--- config.mk ---
export PLATFORM = sky130hd
export DESIGN_NAME = sorted_key_pointer_node_top_flat
export DESIGN_NICKNAME = d
export VERILOG_FILES = /design/src/rtl/skpn_pkg.sv /design/src/rtl/skpn_req_if.sv /design/src/rtl/skpn_rsp_if.sv /design/src/rtl/skpn_prefix.sv /design/src/rtl/skpn_cell.sv /design/src/rtl/sorted_key_pointer_node_top.sv /design/src/flat_wrapper.sv
export SDC_FILE = /design/constraint.sdc
export NUM_CORES = 2
export LEC_CHECK = 0
export BUFFER_PORTS_ARGS = -buffer_cell sky130_fd_sc_hd__buf_2
export CORE_ASPECT_RATIO = 0.75
export CORE_MARGIN = 2
export CORE_UTILIZATION = 50
export CTS_BUF_LIST = sky130_fd_sc_hd__clkbuf_4
export DETAILED_ROUTE_END_ITERATION = 6
export HOLD_SLACK_MARGIN = 0.03
export PLACE_DENSITY = 0.66
export SLEW_MARGIN = 20
export SYNTH_ARGS = -nofsm -noshare
export SYNTH_HDL_FRONTEND = slang
export SYNTH_HIERARCHICAL = 1
export SYNTH_SLANG_ARGS = --single-unit
--- constraint.sdc ---
create_clock -name clk -period 10.4 [get_ports clk]
set_input_delay 1.04 -clock clk [delete_from_list [all_inputs] [get_ports clk]]
set_output_delay 1.04 -clock clk [all_outputs]
set_load 0.02 [all_outputs]
--- src/rtl/skpn_pkg.sv ---
`timescale 1ns / 1ps
`default_nettype none
// ----------------------------------------------------------------------------
// skpn_pkg: shared types and codes of the sorted key/page node
// Field widths, request kinds, status codes and the per-cell command set.
// ----------------------------------------------------------------------------
package skpn_pkg;

	// fixed field widths of the channels
	localparam int KIND_W    = 3;
	localparam int KEY_IN_W  = 32;
	localparam int PAGE_W    = 31;
	localparam int STAT_W    = 2;
	localparam int CNT_OUT_W = 5;

	// configuration port
	localparam int APB_ADDR_W = 3;
	localparam int APB_DATA_W = 32;

	// request kinds
	localparam logic [KIND_W-1:0] KIND_INSERT = 3'd0;
	localparam logic [KIND_W-1:0] KIND_REMOVE = 3'd1;
	localparam logic [KIND_W-1:0] KIND_FLOOR  = 3'd2;
	localparam logic [KIND_W-1:0] KIND_EXACT  = 3'd3;
	localparam logic [KIND_W-1:0] KIND_UPDATE = 3'd4;
	localparam logic [KIND_W-1:0] KIND_REKEY  = 3'd5;

	// status codes
	localparam logic [STAT_W-1:0] STAT_OK     = 2'd0;
	localparam logic [STAT_W-1:0] STAT_DUP    = 2'd1;
	localparam logic [STAT_W-1:0] STAT_FULL   = 2'd2;
	localparam logic [STAT_W-1:0] STAT_ABSENT = 2'd3;

	// register indexes (word index in the register map)
	localparam logic REG_KEY_SIGNED = 1'b0;

	// what one cell does at the end of the apply cycle
	typedef enum logic [2:0] {
		CELL_HOLD,
		CELL_LOAD,
		CELL_SHIFT_UP,
		CELL_SHIFT_DOWN,
		CELL_SET_PAGE,
		CELL_SET_KEY
	} cell_op_t;

	// registered compare results of one occupied cell
	typedef struct packed {
		logic eq_key;
		logic ge_key;
		logic eq_page;
	} cell_flags_t;

endpackage

`default_nettype wire

--- src/rtl/skpn_req_if.sv ---
`timescale 1ns / 1ps
`default_nettype none
// ----------------------------------------------------------------------------
// skpn_req_if: request channel
// valid/ready channel carrying one node request.
// ----------------------------------------------------------------------------
interface skpn_req_if;
	import skpn_pkg::*;

	logic                valid;
	logic                ready;
	logic [KIND_W-1:0]   kind;
	logic [KEY_IN_W-1:0] key;
	logic [PAGE_W-1:0]   page;

	modport source (output valid, kind, key, page, input ready);
	modport sink (input valid, kind, key, page, output ready);

endinterface

`default_nettype wire

--- src/rtl/skpn_rsp_if.sv ---
`timescale 1ns / 1ps
`default_nettype none
// ----------------------------------------------------------------------------
// skpn_rsp_if: response channel
// valid/ready channel carrying one node response.
// ----------------------------------------------------------------------------
interface skpn_rsp_if;
	import skpn_pkg::*;

	logic                 valid;
	logic                 ready;
	logic                 found;
	logic [PAGE_W-1:0]    page_out;
	logic [STAT_W-1:0]    status;
	logic [CNT_OUT_W-1:0] entry_count;

	modport source (output valid, found, page_out, status, entry_count, input ready);
	modport sink (input valid, found, page_out, status, entry_count, output ready);

endinterface

`default_nettype wire

--- src/rtl/skpn_prefix.sv ---
`timescale 1ns / 1ps
`default_nettype none
// ----------------------------------------------------------------------------
// skpn_prefix: inclusive prefix OR across the cell row
// Log-depth (Kogge-Stone) network; bit i is the OR of bits 0..i.
// ----------------------------------------------------------------------------
module skpn_prefix #(
	parameter int N = 16
) (
	input  wire logic [N-1:0] a,
	output logic      [N-1:0] incl
);
	localparam int LVL = $clog2(N);

	logic [N-1:0] stage [LVL+1];

	assign stage[0] = a;

	// each level doubles the span covered
	for (genvar l = 0; l < LVL; l++) begin : g_lvl
		for (genvar i = 0; i < N; i++) begin : g_bit
			if (i >= (1 << l)) begin : g_or
				assign stage[l+1][i] = stage[l][i] | stage[l][i-(1<<l)];
			end else begin : g_pass
				assign stage[l+1][i] = stage[l][i];
			end
		end
	end

	assign incl = stage[LVL];

endmodule

`default_nettype wire

--- src/rtl/skpn_cell.sv ---
`timescale 1ns / 1ps
`default_nettype none
// ----------------------------------------------------------------------------
// skpn_cell: one key/page slot of the node row
// Compares its pair against the pending request, registers the flags, and
// loads, shifts from a neighbor or rewrites a field on command.
// ----------------------------------------------------------------------------
module skpn_cell #(
	parameter int KW = 32
) (
	input  wire logic                          clk,
	input  wire logic                          arst_n,
	input  wire logic                          cap_en,
	input  wire logic                          occ,
	input  wire logic                          key_signed,
	input  wire logic [KW-1:0]                 cmp_key,
	input  wire logic [skpn_pkg::PAGE_W-1:0]   cmp_page,
	input  wire skpn_pkg::cell_op_t            op,
	input  wire logic [KW-1:0]                 lo_key,
	input  wire logic [skpn_pkg::PAGE_W-1:0]   lo_page,
	input  wire logic [KW-1:0]                 hi_key,
	input  wire logic [skpn_pkg::PAGE_W-1:0]   hi_page,
	output logic      [KW-1:0]                 key,
	output logic      [skpn_pkg::PAGE_W-1:0]   page,
	output skpn_pkg::cell_flags_t              flags
);
	import skpn_pkg::*;

	logic [KW-1:0]     key_q;
	logic [PAGE_W-1:0] page_q;
	cell_flags_t       flags_q;
	logic [KW-1:0]     top_bit;
	logic              above;

	// signed order: flip the sign bit and compare unsigned
	assign top_bit = {key_signed, {(KW-1){1'b0}}};
	assign above   = (cmp_key ^ top_bit) > (key_q ^ top_bit);

	// compare flags, taken in the compare cycle
	always_ff @(posedge clk or negedge arst_n) begin
		if (!arst_n) begin
			flags_q <= '0;
		end else if (cap_en) begin
			flags_q.eq_key  <= occ && (cmp_key == key_q);
			flags_q.ge_key  <= occ && !above;
			flags_q.eq_page <= occ && (cmp_page == page_q);
		end
	end

	// slot contents
	always_ff @(posedge clk) begin
		case (op)
			CELL_LOAD: begin
				key_q  <= cmp_key;
				page_q <= cmp_page;
			end
			CELL_SHIFT_UP: begin
				key_q  <= lo_key;
				page_q <= lo_page;
			end
			CELL_SHIFT_DOWN: begin
				key_q  <= hi_key;
				page_q <= hi_page;
			end
			CELL_SET_PAGE: begin
				page_q <= cmp_page;
			end
			CELL_SET_KEY: begin
				key_q <= cmp_key;
			end
			default: begin
			end
		endcase
	end

	assign key   = key_q;
	assign page  = page_q;
	assign flags = flags_q;

endmodule

`default_nettype wire

--- src/rtl/sorted_key_pointer_node_top.sv ---
`timescale 1ns / 1ps
`default_nettype none
// ----------------------------------------------------------------------------
// sorted_key_pointer_node_top: one B+ tree node as a row of key/page cells
// Keeps up to ENTRIES pairs in key order; insert, remove, floor and exact
// search, page update and rekey, one response per request.
// ----------------------------------------------------------------------------
// Usage:
//   req (valid/ready): kind, key, page. rsp (valid/ready): found, page_out,
//   status, entry_count. One rsp transfer for every req transfer, in order.
//   APB port: word 0 bit 0 is key_signed (reset 1); write it only while the
//   node is idle.
// Timing:
//   A request is taken, all cells compare against it in the next cycle and
//   register their flags; once no response is left pending, the row shifts
//   or rewrites and the response register loads. The next request is taken
//   in that same apply cycle. Each request passes through the cell compare
//   stage and then the prefix/apply stage.
// Reset:
//   arst_n clears the entry count, the response valid flag, the cell flags and the sequencer;
//   the node starts empty. Slot contents are not cleared.
// Stall:
//   While rsp.ready is low with a response pending, the next request waits
//   in the apply cycle and req.ready stays low; nothing is lost.
// ----------------------------------------------------------------------------
module sorted_key_pointer_node_top #(
	parameter int ENTRIES  = 16,
	parameter int KEY_BITS = 32
) (
	input  wire logic                            clk,
	input  wire logic                            arst_n,
	skpn_req_if.sink                             req,
	skpn_rsp_if.source                           rsp,
	input  wire logic                            psel,
	input  wire logic                            penable,
	input  wire logic                            pwrite,
	input  wire logic [skpn_pkg::APB_ADDR_W-1:0] paddr,
	input  wire logic [skpn_pkg::APB_DATA_W-1:0] pwdata,
	output logic      [skpn_pkg::APB_DATA_W-1:0] prdata,
	output logic                                 pready
);
	import skpn_pkg::*;

	localparam int CW = $clog2(ENTRIES + 1);

	localparam logic [1:0] ST_IDLE  = 2'd0;
	localparam logic [1:0] ST_CMP   = 2'd1;
	localparam logic [1:0] ST_APPLY = 2'd2;

	logic [1:0]          state_q;
	logic                key_signed_q;
	logic [CW-1:0]       count_q;
	logic [CW-1:0]       cnt_next;
	logic [KIND_W-1:0]   kind_q;
	logic [KEY_BITS-1:0] key_q;
	logic [PAGE_W-1:0]   page_q;
	logic [KEY_BITS-1:0] key_ext;

	logic                 out_valid_q;
	logic                 found_q;
	logic [PAGE_W-1:0]    page_out_q;
	logic [STAT_W-1:0]    status_q;
	logic [CNT_OUT_W-1:0] entry_count_q;

	logic in_fire, apply_go, apply_fire, cfg_wr;

	logic [KEY_BITS-1:0] key_arr  [ENTRIES];
	logic [PAGE_W-1:0]   page_arr [ENTRIES];
	cell_flags_t         flags_arr [ENTRIES];
	cell_op_t            cell_op  [ENTRIES];

	logic [ENTRIES-1:0] occ, occ_up, at_cnt, last_hot;
	logic [ENTRIES-1:0] eqk_v, ge_v, eqp_v;
	logic [ENTRIES-1:0] incl_eqk, incl_ge, incl_eqp;
	logic [ENTRIES-1:0] first_eqk, first_ge, first_eqp, excl_ge, sel_hot;
	logic any_eqk, any_ge, any_eqp, last_ge, is_full, ins_ok, rem_ok;

	logic                 res_found;
	logic [PAGE_W-1:0]    res_page;
	logic [PAGE_W-1:0]    page_sel;
	logic [STAT_W-1:0]    res_status;
	logic [CNT_OUT_W-1:0] cnt_out;

	// handshakes
	assign apply_go   = !out_valid_q || rsp.ready;
	assign apply_fire = (state_q == ST_APPLY) && apply_go;
	assign req.ready  = (state_q == ST_IDLE) || apply_fire;
	assign in_fire    = req.valid && req.ready;

	// configuration register
	assign pready = 1'b1;
	assign cfg_wr = psel && penable && pwrite && (paddr[APB_ADDR_W-1] == REG_KEY_SIGNED);

	always_ff @(posedge clk or negedge arst_n) begin
		if (!arst_n) begin
			key_signed_q <= 1'b1;
		end else if (cfg_wr) begin
			key_signed_q <= pwdata[0];
		end
	end

	always_comb begin
		prdata = '0;
		if (paddr[APB_ADDR_W-1] == REG_KEY_SIGNED) begin
			prdata[0] = key_signed_q;
		end
	end

	// key field to stored key width
	if (KEY_BITS > KEY_IN_W) begin : g_key_wide
		assign key_ext = {{(KEY_BITS-KEY_IN_W){1'b0}}, req.key};
	end else begin : g_key_narrow
		assign key_ext = req.key[KEY_BITS-1:0];
	end

	// request register
	always_ff @(posedge clk) begin
		if (in_fire) begin
			kind_q <= req.kind;
			key_q  <= key_ext;
			page_q <= req.page;
		end
	end

	// sequencer
	always_ff @(posedge clk or negedge arst_n) begin
		if (!arst_n) begin
			state_q <= ST_IDLE;
		end else begin
			case (state_q)
				ST_IDLE: begin
					if (in_fire) state_q <= ST_CMP;
				end
				ST_CMP: begin
					state_q <= ST_APPLY;
				end
				ST_APPLY: begin
					if (apply_go) state_q <= in_fire ? ST_CMP : ST_IDLE;
				end
				default: begin
					state_q <= ST_IDLE;
				end
			endcase
		end
	end

	// cell row
	for (genvar j = 0; j < ENTRIES; j++) begin : g_cell
		logic [KEY_BITS-1:0] lo_key, hi_key;
		logic [PAGE_W-1:0]   lo_page, hi_page;

		assign occ[j]      = count_q > CW'(j);
		assign at_cnt[j]   = count_q == CW'(j);
		assign last_hot[j] = count_q == CW'(j + 1);
		assign eqk_v[j]    = flags_arr[j].eq_key;
		assign ge_v[j]     = flags_arr[j].ge_key;
		assign eqp_v[j]    = flags_arr[j].eq_page;

		if (j == 0) begin : g_lo_edge
			assign lo_key  = '0;
			assign lo_page = '0;
		end else begin : g_lo
			assign lo_key  = key_arr[j-1];
			assign lo_page = page_arr[j-1];
		end

		if (j == ENTRIES - 1) begin : g_hi_edge
			assign hi_key  = '0;
			assign hi_page = '0;
		end else begin : g_hi
			assign hi_key  = key_arr[j+1];
			assign hi_page = page_arr[j+1];
		end

		// per-cell command for the apply cycle
		always_comb begin
			cell_op[j] = CELL_HOLD;
			if (apply_fire) begin
				case (kind_q)
					KIND_INSERT: begin
						if (ins_ok) begin
							if (first_ge[j] || (!any_ge && at_cnt[j])) begin
								cell_op[j] = CELL_LOAD;
							end else if (excl_ge[j] && (occ[j] || at_cnt[j])) begin
								cell_op[j] = CELL_SHIFT_UP;
							end
						end
					end
					KIND_REMOVE: begin
						if (rem_ok && incl_eqk[j] && occ_up[j]) cell_op[j] = CELL_SHIFT_DOWN;
					end
					KIND_UPDATE: begin
						if (eqk_v[j]) cell_op[j] = CELL_SET_PAGE;
					end
					KIND_REKEY: begin
						if (first_eqp[j]) cell_op[j] = CELL_SET_KEY;
					end
					default: begin
					end
				endcase
			end
		end

		skpn_cell #(
			.KW (KEY_BITS)
		) u_cell (
			.clk        (clk),
			.arst_n     (arst_n),
			.cap_en     (state_q == ST_CMP),
			.occ        (occ[j]),
			.key_signed (key_signed_q),
			.cmp_key    (key_q),
			.cmp_page   (page_q),
			.op         (cell_op[j]),
			.lo_key     (lo_key),
			.lo_page    (lo_page),
			.hi_key     (hi_key),
			.hi_page    (hi_page),
			.key        (key_arr[j]),
			.page       (page_arr[j]),
			.flags      (flags_arr[j])
		);
	end

	assign occ_up = occ >> 1;

	// first-hit selection over the row
	skpn_prefix #(.N(ENTRIES)) u_pfx_eqk (.a(eqk_v), .incl(incl_eqk));
	skpn_prefix #(.N(ENTRIES)) u_pfx_ge  (.a(ge_v),  .incl(incl_ge));
	skpn_prefix #(.N(ENTRIES)) u_pfx_eqp (.a(eqp_v), .incl(incl_eqp));

	assign excl_ge   = incl_ge << 1;
	assign first_eqk = eqk_v & ~(incl_eqk << 1);
	assign first_ge  = ge_v & ~excl_ge;
	assign first_eqp = eqp_v & ~(incl_eqp << 1);
	assign any_eqk   = incl_eqk[ENTRIES-1];
	assign any_ge    = incl_ge[ENTRIES-1];
	assign any_eqp   = incl_eqp[ENTRIES-1];
	// floor search misses when the query is above the last stored key
	assign last_ge   = |(ge_v & last_hot);

	assign is_full = count_q == CW'(ENTRIES);
	assign ins_ok  = (kind_q == KIND_INSERT) && !any_eqk && !is_full;
	assign rem_ok  = (kind_q == KIND_REMOVE) && any_eqk;

	// page of the selected entry
	assign sel_hot = (kind_q == KIND_FLOOR) ? first_ge : first_eqk;

	always_comb begin
		page_sel = '0;
		for (int j = 0; j < ENTRIES; j++) begin
			page_sel = page_sel | (page_arr[j] & {PAGE_W{sel_hot[j]}});
		end
	end

	// response fields
	always_comb begin
		res_found  = 1'b0;
		res_page   = '0;
		res_status = STAT_OK;
		case (kind_q)
			KIND_INSERT: begin
				if (any_eqk) res_status = STAT_DUP;
				else if (is_full) res_status = STAT_FULL;
			end
			KIND_REMOVE: begin
				if (!any_eqk) res_status = STAT_ABSENT;
			end
			KIND_FLOOR: begin
				res_found = last_ge;
				if (last_ge) res_page = page_sel;
				else res_status = STAT_ABSENT;
			end
			KIND_EXACT: begin
				res_found = any_eqk;
				if (any_eqk) res_page = page_sel;
				else res_status = STAT_ABSENT;
			end
			KIND_UPDATE: begin
				res_found = any_eqk;
				if (!any_eqk) res_status = STAT_ABSENT;
			end
			KIND_REKEY: begin
				if (!any_eqp) res_status = STAT_ABSENT;
			end
			default: begin
			end
		endcase
	end

	always_comb begin
		cnt_next = count_q;
		if (ins_ok) cnt_next = count_q + CW'(1);
		else if (rem_ok) cnt_next = count_q - CW'(1);
	end

	if (CW >= CNT_OUT_W) begin : g_cnt_trunc
		assign cnt_out = cnt_next[CNT_OUT_W-1:0];
	end else begin : g_cnt_ext
		assign cnt_out = {{(CNT_OUT_W-CW){1'b0}}, cnt_next};
	end

	// entry count
	always_ff @(posedge clk or negedge arst_n) begin
		if (!arst_n) begin
			count_q <= '0;
		end else if (apply_fire) begin
			count_q <= cnt_next;
		end
	end

	// response register
	always_ff @(posedge clk or negedge arst_n) begin
		if (!arst_n) begin
			out_valid_q <= 1'b0;
		end else if (apply_fire) begin
			out_valid_q <= 1'b1;
		end else if (rsp.ready) begin
			out_valid_q <= 1'b0;
		end
	end

	always_ff @(posedge clk) begin
		if (apply_fire) begin
			found_q       <= res_found;
			page_out_q    <= res_page;
			status_q      <= res_status;
			entry_count_q <= cnt_out;
		end
	end

	assign rsp.valid       = out_valid_q;
	assign rsp.found       = found_q;
	assign rsp.page_out    = page_out_q;
	assign rsp.status      = status_q;
	assign rsp.entry_count = entry_count_q;

`ifndef ASSERT_OFF
	a_count_range: assert property (@(posedge clk) disable iff (!arst_n)
		count_q <= CW'(ENTRIES))
		else $error("entry count above node capacity");

	a_rsp_from_apply: assert property (@(posedge clk) disable iff (!arst_n)
		$rose(out_valid_q) |-> $past(state_q) == ST_APPLY)
		else $error("response raised outside the apply cycle");

	a_first_onehot: assert property (@(posedge clk) disable iff (!arst_n)
		state_q == ST_APPLY |-> $onehot0(first_ge) && $onehot0(first_eqk)
			&& $onehot0(first_eqp))
		else $error("first-hit select is not one-hot");

	a_insert_count: assert property (@(posedge clk) disable iff (!arst_n)
		apply_fire && ins_ok |=> count_q == $past(count_q) + CW'(1))
		else $error("successful insert did not grow the node");
`endif

endmodule

`default_nettype wire

--- src/flat_wrapper.sv ---
// flat-port wrapper written by rule: the top's interface ports become plain ports
module sorted_key_pointer_node_top_flat import skpn_pkg::*;
#(
	parameter int ENTRIES  = 16,
	parameter int KEY_BITS = 32
)
  (clk, arst_n, psel, penable, pwrite, paddr, pwdata, prdata, pready, req_valid, req_kind, req_key, req_page, req_ready, rsp_valid, rsp_found, rsp_page_out, rsp_status, rsp_entry_count, rsp_ready);
  skpn_req_if req_i ();
  skpn_rsp_if rsp_i ();
  input  wire logic clk;
  input  wire logic arst_n;
  input  wire logic psel;
  input  wire logic penable;
  input  wire logic pwrite;
  input  wire logic [skpn_pkg::APB_ADDR_W-1:0] paddr;
  input  wire logic [skpn_pkg::APB_DATA_W-1:0] pwdata;
  output logic      [skpn_pkg::APB_DATA_W-1:0] prdata;
  output logic pready;
  input wire logic [$bits(req_i.valid)-1:0] req_valid;
  input wire logic [$bits(req_i.kind)-1:0] req_kind;
  input wire logic [$bits(req_i.key)-1:0] req_key;
  input wire logic [$bits(req_i.page)-1:0] req_page;
  output wire logic [$bits(req_i.ready)-1:0] req_ready;
  output wire logic [$bits(rsp_i.valid)-1:0] rsp_valid;
  output wire logic [$bits(rsp_i.found)-1:0] rsp_found;
  output wire logic [$bits(rsp_i.page_out)-1:0] rsp_page_out;
  output wire logic [$bits(rsp_i.status)-1:0] rsp_status;
  output wire logic [$bits(rsp_i.entry_count)-1:0] rsp_entry_count;
  input wire logic [$bits(rsp_i.ready)-1:0] rsp_ready;
  assign req_i.valid = req_valid;
  assign req_i.kind = req_kind;
  assign req_i.key = req_key;
  assign req_i.page = req_page;
  assign req_ready = req_i.ready;
  assign rsp_valid = rsp_i.valid;
  assign rsp_found = rsp_i.found;
  assign rsp_page_out = rsp_i.page_out;
  assign rsp_status = rsp_i.status;
  assign rsp_entry_count = rsp_i.entry_count;
  assign rsp_i.ready = rsp_ready;
  sorted_key_pointer_node_top #(.ENTRIES(ENTRIES), .KEY_BITS(KEY_BITS)) u_core (.clk(clk), .arst_n(arst_n), .req(req_i), .rsp(rsp_i), .psel(psel), .penable(penable), .pwrite(pwrite), .paddr(paddr), .pwdata(pwdata), .prdata(prdata), .pready(pready));
endmodule
### Word level (Yosys, flattened, before mapping)

Index checks and enable logic that the tools add are counted.

| cells by class | value |
|---|---|
| $lt $le $gt $ge | 32 |
| $add $sub $neg | 2 |
| reduce and logical (&&, ||, !) cells | 242 |
| equal/unequal tests | 137 |
| bitwise operators | 203 |
| mux-type cells | 178 |

Operator list:

| operator | number |
|---|---|
| $pmux 32 s3 | 16 |
| $pmux 31 s3 | 16 |
| $xor 32x32->32 | 17 |
| $eq 32x32->1 | 16 |
| $gt 32x32->1 | 16 |
| $and 31x31->31 | 16 |
| $eq 31x31->1 | 16 |
| $or 31x31->31 | 15 |
| $mux 3 | 79 |
| $pmux 3 s4 | 15 |
| $or 1x1->1 | 147 |
| $logic_and 1x1->1 | 117 |
| $eq 3x2->1 const B | 34 |
| $eq 3x3->1 const B | 34 |
| $reduce_bool 3->1 | 32 |
| $mux 2 | 37 |
| $reduce_or 2->1 | 33 |
| $and 16x16->16 | 4 |
| $mux 31 | 2 |
| $pmux 31 s2 | 1 |
| $eq 3x1->1 const B | 17 |
| $not 16->16 | 3 |
| $eq 5x4->1 const B | 8 |
| $gt 5x4->1 const B | 8 |
| other kinds (29) | 95 |

| word-level totals | value |
|---|---|
| flip-flop bits (word level) | 1170 |
| bits of input ports | 108 |
| logic and storage cells | 885 |
| output and inout port bits | 74 |

### Depth between registers and ports, before layout

| logic depth | value |
|---|---|
| depth in word-level cells | 25 |
| gate-level depth with buffers | 16 |

### Hierarchy

Netlist, hierarchy kept.

By module, submodules not included:

| module | cells each | area each (µm²) | times used | seq. area each (µm²) |
|---|---|---|---|---|
| skpn_cell | 450 | 4244.1 | 16 | 1966.9 |
| sorted_key_pointer_node_top | 891 | 8675.8 | 1 | 3379.5 |
| skpn_prefix | 23 | 172.7 | 3 | 0.0 |

### Least setup slack after synthesis

OpenSTA, ideal clock, no wires.

| timing path | value |
|---|---|
| path type | register -> register |
| from | register u_core.g_cell[0].u_cell.flags_q (netlist bit u_core/g_cell[0].u_cell/flags[2]) |
| to | register u_core.g_cell[15].u_cell.page_q[0], enable pin |
| setup time | 434 ps |
| path buffers | 3 |
| stages on the path, launching flop included | 13 |
| path slack | 5451 ps |
| clock period less this slack | 4949 ps |
| data required time | 9966 ps |
| data arrival time | 4515 ps |
| cells stage by stage | dfrtp_1 nor4_4 nand4_2 or3_1 clkbuf_1 nor4_1 nor2b_1 buf_2 buf_1 nand3_1 nor3_1 nor2_1 xnor2_1 |

RTL lines:

| element | RTL line | text |
|---|---|---|
| from (decl) | skpn_cell.sv:31 | `cell_flags_t flags_q;` |
| to (signal assigned) | skpn_cell.sv:55 | `page_q <= cmp_page;` |
| to (signal assigned) | skpn_cell.sv:59 | `page_q <= lo_page;` |
| to (signal assigned) | skpn_cell.sv:63 | `page_q <= hi_page;` |
| to (decl) | skpn_cell.sv:30 | `logic [PAGE_W-1:0] page_q;` |

==> results.ini <==
[outcome]
outcome=finished clean

[floorplanning]
std_cell_rows=124
core_area_um2=152800
die_h_um=344.1
start_util=0.5045
io_pins=182
die_area_um2=157400
die_x_um=457.4

[logic_synthesis]
syn_inst=8160
async_flop_share=0.04872
synth_ff_type=edfxtp_1
yosys_warnings=6
synth_top_cell_by_area=edfxtp_1
synth_edf_count=1113
netlist_area_um2=77100
synth_cell_type_count=75
ys_seq_area_frac=0.4520
synth_area_leaders=edfxtp_1, nand2_1, a22oi_1, ha_1, xor2_1
yosysTopAreaCellShare=0.4335
synth.avg_cell_area_um2=9.448
ys_ff_latch=1170

[power_and_ir_drop]
peakVddDrop_uv=121.2
p_total_w=0.01097
powerDensity_nw_per_um2=128.3
leakage_nw=36.56

[layout]
final_util=0.5596
final_cell_mix=nand2_1, edfxtp_1, a22oi_1
fin_area_um2=85520
nets=9197
final_common_cell=nand2_1
drive_above_1_share=0.1139
syn_to_final_growth_pct=10.93

[clocking]
cts_tree=yes
numCtsBuffers=333
cts_resized=0
cts-root-buf=clkbuf_4
clk_latency_ns=1.39
cts.clk_slew.worst_paths_ns=0.07
cts_setup_buffers=0
h-tree-depth=5
clk_path_buf_depth=4
holdBufCountCts=71
cts_num_sinks=1170

[drt]
ant_nets=0
drt_iter0_drc=10289
drc=0
drt_wl_total_um=301000
wl_per_cell_um=27.73
vias=68916
via_per_inst=6.351
drtPass1Iterations=7

[global_routing]
grt_max_degree=67
overflow=0
grt_pass1_vias=61771
grt_pass1_wl_um=429200
grt_antenna_before_repair=14
grt.total_usage=0.3702

[place]
place_hpwl_um=227800
placed_area_um2=80740
io_buffer_count=116
place_congestion=1.038

[setup_path]
crit_arrival_ns=7.78
required_ns=11.51
startpoint=u_core/g_cell[0].u_cell/flags[2]$_DFFE_PN0P_
reg2reg_to=u_core/g_cell[5].u_cell/page[4]$_DFFE_PP_
crit_type=register to register
ff2ff_setup_slack_ns=3.74
r2r_cells=13
worst_setup_path_start_kind=register
cp_max_fo=34
crit_end=u_core/g_cell[5].u_cell/page[4]$_DFFE_PP_
r2r-start=u_core/g_cell[0].u_cell/flags[2]$_DFFE_PN0P_
crit_path_end_kind=register

[sta]
max_freq_mhz=150.1
slew_headroom=0.09678
rsz0062_at_grt=no
setup_viol=0
tns_ns=0
hold_viol=0
slew_violations=0
fin_crit_sh=0.6405
finalCriticalPeriod_ns=6.661
clock_skew_ns=0.09604
worstMarginPinSlew_ns=1.355

[worst_hold_path]
hp-class=input pin to async pin

[run]
max_cap_violations=0

## final cells by class
type / instances / area (um2)
diodes: 22 / 55.05
clock buffers: 494 / 3709
clock inverters: 67 / 264.0
fillers: 13664 / 67300
inverters: 592 / 2222
multi-input cells: 6118 / 39220
flip-flops and latches: 1170 / 34850
well taps: 2016 / 2522
repair buffers: 373 / 2688
## flip-flops by register name, indices dropped and copies added, names as in the netlist, 5 cells and up
name and cells:
u_core/g_cell.u_cell/key 512, u_core/g_cell.u_cell/page 496, u_core/g_cell.u_cell/flags 48, u_core/key_q 32
u_core/page_q 31, u_core/rsp.page_out 31, u_core/count_q 5, u_core/rsp.entry_count 5
## stage by stage
stage / std cells / hold WS, ns / setup slack [ns]
after global placement: 10195 / 0.5342 / 3.990
after floorplan: 8316 / 0.5167 / 5.451
final: 10852 / 0.2074 / 3.739
after detailed placement: 10195 / 0.5439 / 4.080
after global routing: 10840 / 0.1206 / 3.533
after CTS: 10827 / 0.1038 / 4.048
## worst min path at each step
stage	start	end	slack (ns)
after floorplan	u_core/g_cell[15].u_cell/flags[0]$_DFFE_PN0P_	u_core/g_cell[15].u_cell/flags[0]$_DFFE_PN0P_	0.52
after global placement	u_core/rsp.valid$_DFFE_PN0P_	u_core/rsp.valid$_DFFE_PN0P_	0.53
after detailed placement	u_core/g_cell[0].u_cell/key[28]$_DFFE_PP_	u_core/g_cell[1].u_cell/key[28]$_DFFE_PP_	0.54
after CTS	arst_n	u_core/g_cell[15].u_cell/flags[2]$_DFFE_PN0P_	0.10
after global routing	arst_n	u_core/g_cell[15].u_cell/flags[1]$_DFFE_PN0P_	0.12
final	arst_n	u_core/g_cell[15].u_cell/flags[2]$_DFFE_PN0P_	0.21
## logic make-up after synthesis
logic type / synth area share
buffers and inverters: 0.05346
AND/OR/NAND/NOR: 0.1683
adder cells (fa/ha/maj): 0.08130
other: 0.00009741
XOR/XNOR: 0.06248
multiplexers: 0.005940
flip-flops: 0.4520
AO/OA/AOI/OAI: 0.1765
## report_power, final
| part | switching [W] | internal [W] | total (W) | leakage, nW |
|---|---|---|---|---|
| logic | 0.000914 | 0.000396 | 0.00131 | 23.3 |
| registers | 0.000184 | 0.00521 | 0.00539 | 10.8 |
| clock network | 0.00212 | 0.00215 | 0.00427 | 2.40 |
## critical path: stages, from the launching register on
cell and delay [ns]:
dfrtp_1 0.51, nor4_4 0.91, nand4_2 0.26, or3_1 0.60
nor4_1 0.43, nor2b_2 0.87, buf_4 0.42, nand4b_1 0.16
a21oi_1 0.40, and3_2 0.69, buf_4 0.57, nor2_4 0.31
nand2_1 0.15, nand2_1 0.06
## metal layers
layer,GRT usage,wire length [um]
met1,0.5691,137100
met2,0.4269,104000
met3,0.2102,53570
met4,0.07823,5507
met5,0.03343,798
## Yosys cell counts, types with 51 or more instances
cell type and count:
o21ai_0 100, nand2_1 2197, a22oi_1 1072, clkbuf_1 297, and3_1 51, a22o_1 94
a31oi_1 58, nor2_1 142, dfrtp_1 56, xor2_1 497, a21oi_1 260, edfxtp_1 1113
xnor2_1 53, nand4_1 124, ha_1 501, inv_1 580, nand3_1 86, buf_2 51
a221oi_1 105, nor4_1 143
Power figures use the tool's default switching activity.
